`src/rtl/core/esc_pkg.sv`:
```
// shared types and constants of the string literal escaper
package esc_pkg;

    localparam int CHAR_W       = 8;
    localparam int LW_W         = 12;
    localparam int DATA_W       = 32;
    localparam int PADDR_W      = 2;
    localparam int FIFO_DEPTH   = 4;

    localparam logic [PADDR_W-1:0] REG_LINE_WIDTH = 2'd0;
    localparam logic [LW_W-1:0]    LINE_WIDTH_RESET = 12'd80;

    // output character slots of one request, emitted in this order
    localparam int STEP_N     = 10;
    localparam int STEP_OPEN  = 0;
    localparam int STEP_WRAP0 = 1;
    localparam int STEP_WRAP1 = 2;
    localparam int STEP_WRAP2 = 3;
    localparam int STEP_P0    = 4;
    localparam int STEP_P1    = 5;
    localparam int STEP_P2    = 6;
    localparam int STEP_P3    = 7;
    localparam int STEP_CLOSE = 8;
    localparam int STEP_NL    = 9;

    localparam logic [CHAR_W-1:0] CH_QUOTE = 8'd34;
    localparam logic [CHAR_W-1:0] CH_BSLASH = 8'd92;
    localparam logic [CHAR_W-1:0] CH_NL    = 8'd10;
    localparam logic [CHAR_W-1:0] CH_ZERO  = 8'd48;
    localparam logic [CHAR_W-1:0] CH_X     = 8'd120;

    typedef logic [$clog2(STEP_N)-1:0] step_t;

    typedef struct packed {
        logic [STEP_N-1:0] mask;
        logic [CHAR_W-1:0] data;
        logic              esc;
        logic              hx;
    } job_t;

    function automatic logic [CHAR_W-1:0] hex_char(input logic [3:0] nib);
        logic [CHAR_W-1:0] ch;
        if (nib < 4'd10)
        begin
            ch = CH_ZERO + {4'd0, nib};
        end
        else
        begin
            ch = 8'd87 + {4'd0, nib};
        end
        return ch;
    endfunction

endpackage

```
`src/rtl/core/esc_front.sv`:
```
// front end: classifies each byte, decides wrapping and builds a character job
module esc_front
(
    input  logic                       clk,
    input  logic                       rst_n,
    input  logic                       take,
    input  logic [esc_pkg::CHAR_W-1:0] data_byte,
    input  logic                       last_byte,
    input  logic [esc_pkg::LW_W-1:0]   line_width,
    output esc_pkg::job_t              job
);
    import esc_pkg::*;

    logic            prev_esc_reg, prev_esc_next;
    logic            opened_reg, opened_next;
    logic [LW_W-1:0] col_reg, col_next;

    logic       printable, is_hex, lit, zero, hx, wrap;
    logic [2:0] plen;

    always_comb
    begin
        printable = (data_byte >= 8'd32) && (data_byte <= 8'd126) &&
                    (data_byte != CH_QUOTE) && (data_byte != CH_BSLASH);
        is_hex = ((data_byte >= 8'd48) && (data_byte <= 8'd57)) ||
                 ((data_byte >= 8'd65) && (data_byte <= 8'd70)) ||
                 ((data_byte >= 8'd97) && (data_byte <= 8'd102));
        lit  = printable && (!prev_esc_reg || !is_hex);
        zero = !lit && (data_byte == 8'd0);
        hx   = !lit && !zero;
        plen = lit ? 3'd1 : (zero ? 3'd2 : 3'd4);
        // signed compare against width minus the two quotes
        wrap = ($signed({2'b00, col_reg}) + $signed({11'd0, plen})) >
               ($signed({2'b00, line_width}) - 14'sd2);

        job.mask = '0;
        job.mask[STEP_OPEN]  = !opened_reg;
        job.mask[STEP_WRAP0] = wrap;
        job.mask[STEP_WRAP1] = wrap;
        job.mask[STEP_WRAP2] = wrap;
        job.mask[STEP_P0]    = 1'b1;
        job.mask[STEP_P1]    = !lit;
        job.mask[STEP_P2]    = hx;
        job.mask[STEP_P3]    = hx;
        job.mask[STEP_CLOSE] = last_byte;
        job.mask[STEP_NL]    = last_byte;
        job.data = data_byte;
        job.esc  = !lit;
        job.hx   = hx;

        if (last_byte)
        begin
            col_next      = '0;
            prev_esc_next = 1'b0;
            opened_next   = 1'b0;
        end
        else
        begin
            col_next      = wrap ? {9'd0, plen} : col_reg + {9'd0, plen};
            prev_esc_next = !lit;
            opened_next   = 1'b1;
        end
    end

    always_ff @(posedge clk or negedge rst_n)
    begin
        if (!rst_n)
        begin
            prev_esc_reg <= 1'b0;
            opened_reg   <= 1'b0;
            col_reg      <= '0;
        end
        else if (take)
        begin
            prev_esc_reg <= prev_esc_next;
            opened_reg   <= opened_next;
            col_reg      <= col_next;
        end
    end

endmodule

```
`src/rtl/core/esc_fifo.sv`:
```
// small job queue between the front end and the character sequencer
module esc_fifo
#(
    parameter int DEPTH = esc_pkg::FIFO_DEPTH
)
(
    input  logic          clk,
    input  logic          rst_n,
    input  logic          wr,
    input  esc_pkg::job_t wr_job,
    input  logic          rd,
    output esc_pkg::job_t rd_job,
    output logic          full,
    output logic          empty
);
    import esc_pkg::*;

    localparam int PW = (DEPTH > 1) ? $clog2(DEPTH) : 1;
    localparam int CW = $clog2(DEPTH + 1);

    job_t          entry_reg [DEPTH];
    logic [PW-1:0] wr_ptr_reg, rd_ptr_reg;
    logic [CW-1:0] count_reg;
    logic          do_wr, do_rd;

    assign full   = (count_reg == CW'(DEPTH));
    assign empty  = (count_reg == '0);
    assign do_wr  = wr && !full;
    assign do_rd  = rd && !empty;
    assign rd_job = entry_reg[rd_ptr_reg];

    function automatic logic [PW-1:0] ptr_inc(input logic [PW-1:0] p);
        return (p == PW'(DEPTH - 1)) ? '0 : p + 1'b1;
    endfunction

    always_ff @(posedge clk)
    begin
        if (do_wr)
        begin
            entry_reg[wr_ptr_reg] <= wr_job;
        end
    end

    always_ff @(posedge clk or negedge rst_n)
    begin
        if (!rst_n)
        begin
            wr_ptr_reg <= '0;
            rd_ptr_reg <= '0;
            count_reg  <= '0;
        end
        else
        begin
            if (do_wr)
            begin
                wr_ptr_reg <= ptr_inc(wr_ptr_reg);
            end
            if (do_rd)
            begin
                rd_ptr_reg <= ptr_inc(rd_ptr_reg);
            end
            if (do_wr && !do_rd)
            begin
                count_reg <= count_reg + 1'b1;
            end
            else if (do_rd && !do_wr)
            begin
                count_reg <= count_reg - 1'b1;
            end
        end
    end

endmodule

```
`src/rtl/core/esc_back.sv`:
```
// back end: walks the slots of each job and emits one character per cycle while its output is empty or popped
module esc_back
(
    input  logic                       clk,
    input  logic                       rst_n,
    input  esc_pkg::job_t              head_job,
    input  logic                       head_valid,
    output logic                       head_take,
    output logic                       empty,
    input  logic                       pop,
    output logic [esc_pkg::CHAR_W-1:0] out_char,
    output logic                       run_last
);
    import esc_pkg::*;

    logic [STEP_N-1:0] mask_reg, mask_next;
    logic [CHAR_W-1:0] data_reg;
    logic              esc_reg, hx_reg;
    logic              out_valid_reg;
    logic [CHAR_W-1:0] char_reg;
    logic              last_reg;

    logic              can_emit, emit, use_head;
    logic [STEP_N-1:0] eff_mask;
    logic [CHAR_W-1:0] eff_data;
    logic              eff_esc, eff_hx;
    step_t             step;
    logic [CHAR_W-1:0] ch;

    assign can_emit = !out_valid_reg || pop;
    assign use_head = (mask_reg == '0) && head_valid;
    assign emit     = can_emit && ((mask_reg != '0) || head_valid);
    assign head_take = can_emit && use_head;

    always_comb
    begin
        eff_mask = use_head ? head_job.mask : mask_reg;
        eff_data = use_head ? head_job.data : data_reg;
        eff_esc  = use_head ? head_job.esc  : esc_reg;
        eff_hx   = use_head ? head_job.hx   : hx_reg;

        // lowest pending slot
        step = '0;
        for (int i = STEP_N - 1; i >= 0; i--)
        begin
            if (eff_mask[i])
            begin
                step = step_t'(i);
            end
        end
        mask_next = eff_mask;
        mask_next[step] = 1'b0;

        unique case (int'(step))
            STEP_OPEN, STEP_WRAP0, STEP_WRAP2, STEP_CLOSE: ch = CH_QUOTE;
            STEP_WRAP1, STEP_NL:                           ch = CH_NL;
            STEP_P0: ch = eff_esc ? CH_BSLASH : eff_data;
            STEP_P1: ch = eff_hx ? CH_X : CH_ZERO;
            STEP_P2: ch = hex_char(eff_data[7:4]);
            STEP_P3: ch = hex_char(eff_data[3:0]);
            default: ch = CH_QUOTE;
        endcase
    end

    always_ff @(posedge clk)
    begin
        if (emit)
        begin
            char_reg <= ch;
            last_reg <= (mask_next == '0);
        end
        if (head_take)
        begin
            data_reg <= head_job.data;
            esc_reg  <= head_job.esc;
            hx_reg   <= head_job.hx;
        end
    end

    always_ff @(posedge clk or negedge rst_n)
    begin
        if (!rst_n)
        begin
            mask_reg      <= '0;
            out_valid_reg <= 1'b0;
        end
        else
        begin
            if (emit)
            begin
                mask_reg      <= mask_next;
                out_valid_reg <= 1'b1;
            end
            else if (pop)
            begin
                out_valid_reg <= 1'b0;
            end
        end
    end

    assign empty    = !out_valid_reg;
    assign out_char = char_reg;
    assign run_last = last_reg;

endmodule

```
`src/rtl/core/c_string_literal_escaper_unit.sv`:
```
// top level of the string literal escaper
// Turns raw bytes into the characters of a quoted C string literal, one
// character per pop. A plain printable byte gives one character, a zero byte
// two, any other byte four; the opening quote, a line wrap (quote, newline,
// quote) and the closing quote plus newline after a byte marked last add to
// that, so one byte yields 1 to 10 characters. The character sequencer emits
// one character per clock while its result is empty or being popped, so a
// byte occupies it until all the characters it yields are emitted, and
// throughput is one character per cycle while pop keeps up. A job queue of
// FIFO_DEPTH entries lets the classifier keep accepting bytes, one per cycle
// while the queue is not full, while the sequencer is busy; an accepted
// push's job is queued and its first character then registered for output.
// The line width register sits at address 0 of the APB port, reset 80.
module c_string_literal_escaper_unit
#(
    parameter int FIFO_DEPTH = esc_pkg::FIFO_DEPTH
)
(
    input  logic                        clk,
    input  logic                        rst_n,
    input  logic                        push,
    output logic                        full,
    input  logic [esc_pkg::CHAR_W-1:0]  data_byte,
    input  logic                        last_byte,
    output logic                        empty,
    input  logic                        pop,
    output logic [esc_pkg::CHAR_W-1:0]  out_char,
    output logic                        run_last,
    input  logic                        psel,
    input  logic                        penable,
    input  logic                        pwrite,
    input  logic [esc_pkg::PADDR_W-1:0] paddr,
    input  logic [esc_pkg::DATA_W-1:0]  pwdata,
    output logic [esc_pkg::DATA_W-1:0]  prdata,
    output logic                        pready
);
    import esc_pkg::*;

    logic [LW_W-1:0] line_width_reg;
    logic            take;
    job_t            new_job, head_job;
    logic            q_empty, head_take;

    assign pready = 1'b1;
    assign prdata = (paddr == REG_LINE_WIDTH) ?
                    {{(DATA_W - LW_W){1'b0}}, line_width_reg} : '0;

    always_ff @(posedge clk or negedge rst_n)
    begin
        if (!rst_n)
        begin
            line_width_reg <= LINE_WIDTH_RESET;
        end
        else if (psel && penable && pwrite && pready && (paddr == REG_LINE_WIDTH))
        begin
            line_width_reg <= pwdata[LW_W-1:0];
        end
    end

    assign take = push && !full;

    esc_front u_front
    (
        .clk        (clk),
        .rst_n      (rst_n),
        .take       (take),
        .data_byte  (data_byte),
        .last_byte  (last_byte),
        .line_width (line_width_reg),
        .job        (new_job)
    );

    esc_fifo #(.DEPTH(FIFO_DEPTH)) u_fifo
    (
        .clk    (clk),
        .rst_n  (rst_n),
        .wr     (take),
        .wr_job (new_job),
        .rd     (head_take),
        .rd_job (head_job),
        .full   (full),
        .empty  (q_empty)
    );

    esc_back u_back
    (
        .clk        (clk),
        .rst_n      (rst_n),
        .head_job   (head_job),
        .head_valid (!q_empty),
        .head_take  (head_take),
        .empty      (empty),
        .pop        (pop),
        .out_char   (out_char),
        .run_last   (run_last)
    );

endmodule

```
`config.mk`:
```
export PLATFORM = sky130hd
export DESIGN_NAME = c_string_literal_escaper_unit
export DESIGN_NICKNAME = d
export VERILOG_FILES = /design/src/rtl/core/esc_pkg.sv /design/src/rtl/core/esc_front.sv /design/src/rtl/core/esc_fifo.sv /design/src/rtl/core/esc_back.sv /design/src/rtl/core/c_string_literal_escaper_unit.sv
export SDC_FILE = /design/constraint.sdc
export NUM_CORES = 1
export LEC_CHECK = 0
export BUFFER_PORTS_ARGS = -buffer_cell sky130_fd_sc_hd__buf_2
export CORE_MARGIN = 10
export CORE_UTILIZATION = 50
export CTS_BUF_LIST = sky130_fd_sc_hd__clkbuf_4
export DETAILED_ROUTE_END_ITERATION = 12
export PLACE_DENSITY = 0.7
export SLEW_MARGIN = 5
export SYNTH_ARGS = -nofsm -noshare
export SYNTH_HDL_FRONTEND = slang
export SYNTH_HIERARCHICAL = 1
export SYNTH_SLANG_ARGS = --single-unit
```
`constraint.sdc`:
```
create_clock -name clk -period 5.4 [get_ports clk]
set_input_delay 0.27 -clock clk [delete_from_list [all_inputs] [get_ports clk]]
set_output_delay 0.27 -clock clk [all_outputs]
set_load 0.03 [all_outputs]
```
==> flow_summary_export.csv <==
group,metric,value,unit
setup_path,path_class,"input port to flop",
place,io_buffer_count,52,
die,ios,94,
hold_path,hold_end,"u_fifo/entry_reg[2][19]",
setup_path,worstSetupStartpointType,"input port",
setup_path,worst-path-max-fanout,21,
setup_path,reg2reg_setup_slack,0.97,ns
yosys,ys_ff_latch,143,
clock_tree,root_buffer,"clkbuf_4",
power_and_ir_drop,ir_drop,0.2355,mV
grt,antenna_found_initial,0,
sta,max_freq,194.6,MHz
place,pre_cts_ws,0.3171,ns
yosys,yosysWarnings,6,
yosys,seq_area_frac_synth,52.59,%
place,hpwlAfterDp,11.16,mm
routing,drt_iter0_drc,314,
sta,fin_ws,0.2617,ns
cells_and_area,nNetsFinal,748,
clock_tree,cts_setup_buffers,0,
routing,drt-pass1-iter-count,5,
routing,wirelength,15.97,mm
grt,grt_usage,15.47,%
routing,ant_nets,0,
status,status,"finished, final reports clean",
clock_tree,cts_tree,"done",
cells_and_area,largest_reg_flops,80,
place,gp_congestion,0.9471,
grt,grt-ovfl-total,0,
setup_path,r2r_cells,19,
grt,grt_pass1_vias,5123,
die,design.core.area,15200,um^2
yosys,netlist_instances,610,
clock_tree,cts.path.max_buffers,2,
yosys,ys_types,79,
sta,fin_crit,5.138,ns
setup_path,startpoint,"data_byte[4]",
hold_path,hp-start,"last_byte",
die,die_area,20880,um^2
routing,drc,0,
flow_run,drv_cap,0,
hold_path,hold_path_class,"input port to flop",
sta,worstMarginPinSlew,1.075,ns
grt,grt_pass1_wl,25.23,mm
die,row_count,45,
yosys,syn_area,7751,um^2
power_and_ir_drop,leakagePower,3.387,nW
die,dieWidth,144.5,um
power_and_ir_drop,p_per_area,554.6,nW/um^2
die,die_y,144.5,um
clock_tree,cts_htree_levels,4,
cells_and_area,fillers,1266,
yosys,synthArstFlopShare,30.77,%
setup_path,crit_required,5.86,ns
routing,via_per_inst,5.725,
yosys,synth.avg_cell_area,12.71,um^2
sta,hold_slack,0.08708,ns
sta,post-route-period-util,95.15,%
grt,grt_start_max_net_pins,45,
routing,vias,5004,
sta,maxSlewHeadroom,28.35,%
sta,hold_viol,0,
setup_path,crit_arrival,5.59,ns
clock_tree,clock_latency,0.55,ns
setup_path,r2r-start,"u_front/prev_esc_reg",
clock_tree,clock-sinks,143,
sta,final-setup-viol-count,0,
hold_path,worst_hold_path.num_cells,1,
cells_and_area,drive_above_1_share,24.34,%
cells_and_area,syn2layout_area_growth,10.15,%
yosys,yosys_most_used_dff,"edfxtp_1",
sta,fin_skew,0.01762,ns
clock_tree,cts_made_buffers,17,
yosys,synth-edff-count,99,
cells_and_area,diodes,0,
routing,routedWlPerCell,18.27,um
die,initial_utilization,50.99,%
clock_tree,clkSlewWorstSetupHoldPaths,0.13,ns
sta,drv_slew,0,
setup_path,r2r_end,"u_front/col_reg[5]",
setup_path,endpoint_kind,"flop",
per-stage QoR:
step           std cells  util, %  power (mW)  instance area, um^2   TNS, ns
2_1_floorplan        629        -       3.475                 7823         0
3_3_place_gp         820    52.44       3.887                 7971         0
3_5_place_dp         820    52.44       3.941                 7971         0
4_1_cts              874    56.10       4.757                 8528         0
5_1_grt              874    56.16       5.042                 8538  -0.03541
6_report             874    56.16       4.735                 8538         0
synth_stat cells (8+ instances only):
cell type,number,area [um^2]
mux2i_1,13,130.1
a21oi_1,22,110.1
o21ai_0,19,95.09
nand3_1,9,45.04
and2_1,16,100.1
ha_1,23,287.8
mux2_2,10,112.6
nor3_1,15,75.07
mux2_4,12,180.2
buf_4,42,315.3
mux4_2,20,450.4
xnor2_1,19,166.4
inv_1,34,127.6
a211oi_1,8,60.06
edfxtp_1,99,2973
o22ai_1,10,62.56
nand2_1,33,123.9
a21o_1,8,60.06
dfrtp_1,42,1051
nor2_1,25,93.84
kinds of logic (layout without fill, tap and decap cells):
logic type               after synthesis  after routing  synth area share [%]
AND/OR/NAND/NOR                      157            157                 11.83
flip-flops                           143            143                 52.59
AO/OA/AOI/OAI                        113            113                 10.23
buffers and inverters                 90            147                 6.747
multiplexers                          55             55                 11.27
adder cells (fa/ha/maj)               25             25                 4.229
XOR/XNOR                              24             24                 2.954
other                                  3             22                0.1453
worst max-delay path, stage by stage:
cell and delay, ns:
dlygate4sd3_1 0.55, buf_2 0.18, or4_1 0.59, nor3b_1 0.22, nor4_1 0.08, o31ai_1 0.08
buf_4 0.22, inv_1 0.08, nor2_1 0.23, ha_1 0.24, nor2b_1 0.15, o21ai_1 0.12
or3_1 0.46, nor3_2 0.23, xnor2_1 0.14, ha_1 0.29, nand2_1 0.11, o41a_1 0.46
a31o_2 0.27, inv_1 0.13, nand2_4 0.17, o32ai_1 0.32
how the worst max path moves through the flow:
stage / to / slack [ns] / cells past startpoint
global placement: u_front/col_reg[8] / 0.57 / 21
global route: u_front/col_reg[5] / -0.02 / 22
detailed placement: u_front/col_reg[5] / 0.32 / 17
CTS: u_front/col_reg[5] / 0.29 / 18
finish: u_front/col_reg[5] / 0.26 / 22
floorplan: u_fifo/entry_reg[0][11] / 1.05 / 20
power breakdown:
part / total [mW] / internal [mW] / switching [mW]
Combinational: 2.22 / 0.897 / 1.33
Sequential: 1.72 / 1.53 / 0.189
Clock: 0.793 / 0.419 / 0.373
Total: 4.74 / 2.84 / 1.89
layout by cell type (no fill, tap or decap), types with 5 or more instances in the layout:
| cell type | instances |
|---|---|
| edfxtp_1 | 99 |
| buf_2 | 52 |
| dfrtp_1 | 42 |
| inv_1 | 34 |
| nand2_1 | 33 |
| nor2_1 | 25 |
| ha_1 | 23 |
| conb_1 | 22 |
| dlygate4sd3_1 | 22 |
| a21oi_1 | 22 |
| mux4_2 | 20 |
| clkbuf_4 | 19 |
| o21ai_0 | 19 |
| xnor2_1 | 19 |
| and2_1 | 16 |
| mux2i_1 | 13 |
| nor3_1 | 13 |
| mux2_4 | 12 |
| mux2_2 | 10 |
| o22ai_1 | 10 |
| nand3_1 | 9 |
| a211oi_1 | 8 |
| a21o_1 | 8 |
| nor2b_1 | 6 |
| buf_4 | 6 |
| nand4_1 | 6 |
| o211ai_1 | 6 |
| bufinv_16 | 5 |
| or4_1 | 5 |
| or3_1 | 5 |
| a31oi_1 | 5 |
what timing repair did:
item,CTS,global route
setup endpoints to repair,0,2
hold buffers,22,0
endpoints found under the hold margin,87,0
resized for setup,0,2
final cells by class:
type / count / area [um^2] / share of cell area (%)
Clock buffer: 19 / 142.6 / 1.671
Clock inverter: 13 / 193.9 / 2.271
Inverter: 35 / 131.4 / 1.539
Multi-Input combinational cell: 396 / 3233 / 37.87
Sequential cell: 143 / 4076 / 47.74
Tap cell: 188 / 235.2 / 2.755
Timing Repair Buffer: 80 / 525.5 / 6.155
layer usage:
metal | GRT usage [%] | wire (um) | up-vias
li1 | - | - | 2359
met1 | 18.02 | 6648 | 2454
met2 | 27.06 | 8211 | 166
met3 | 4.231 | 854 | 25
met4 | 4.840 | 252 | 0
met5 | 0 | 0 | -
No activity file was read; power rests on OpenSTA's default activity.
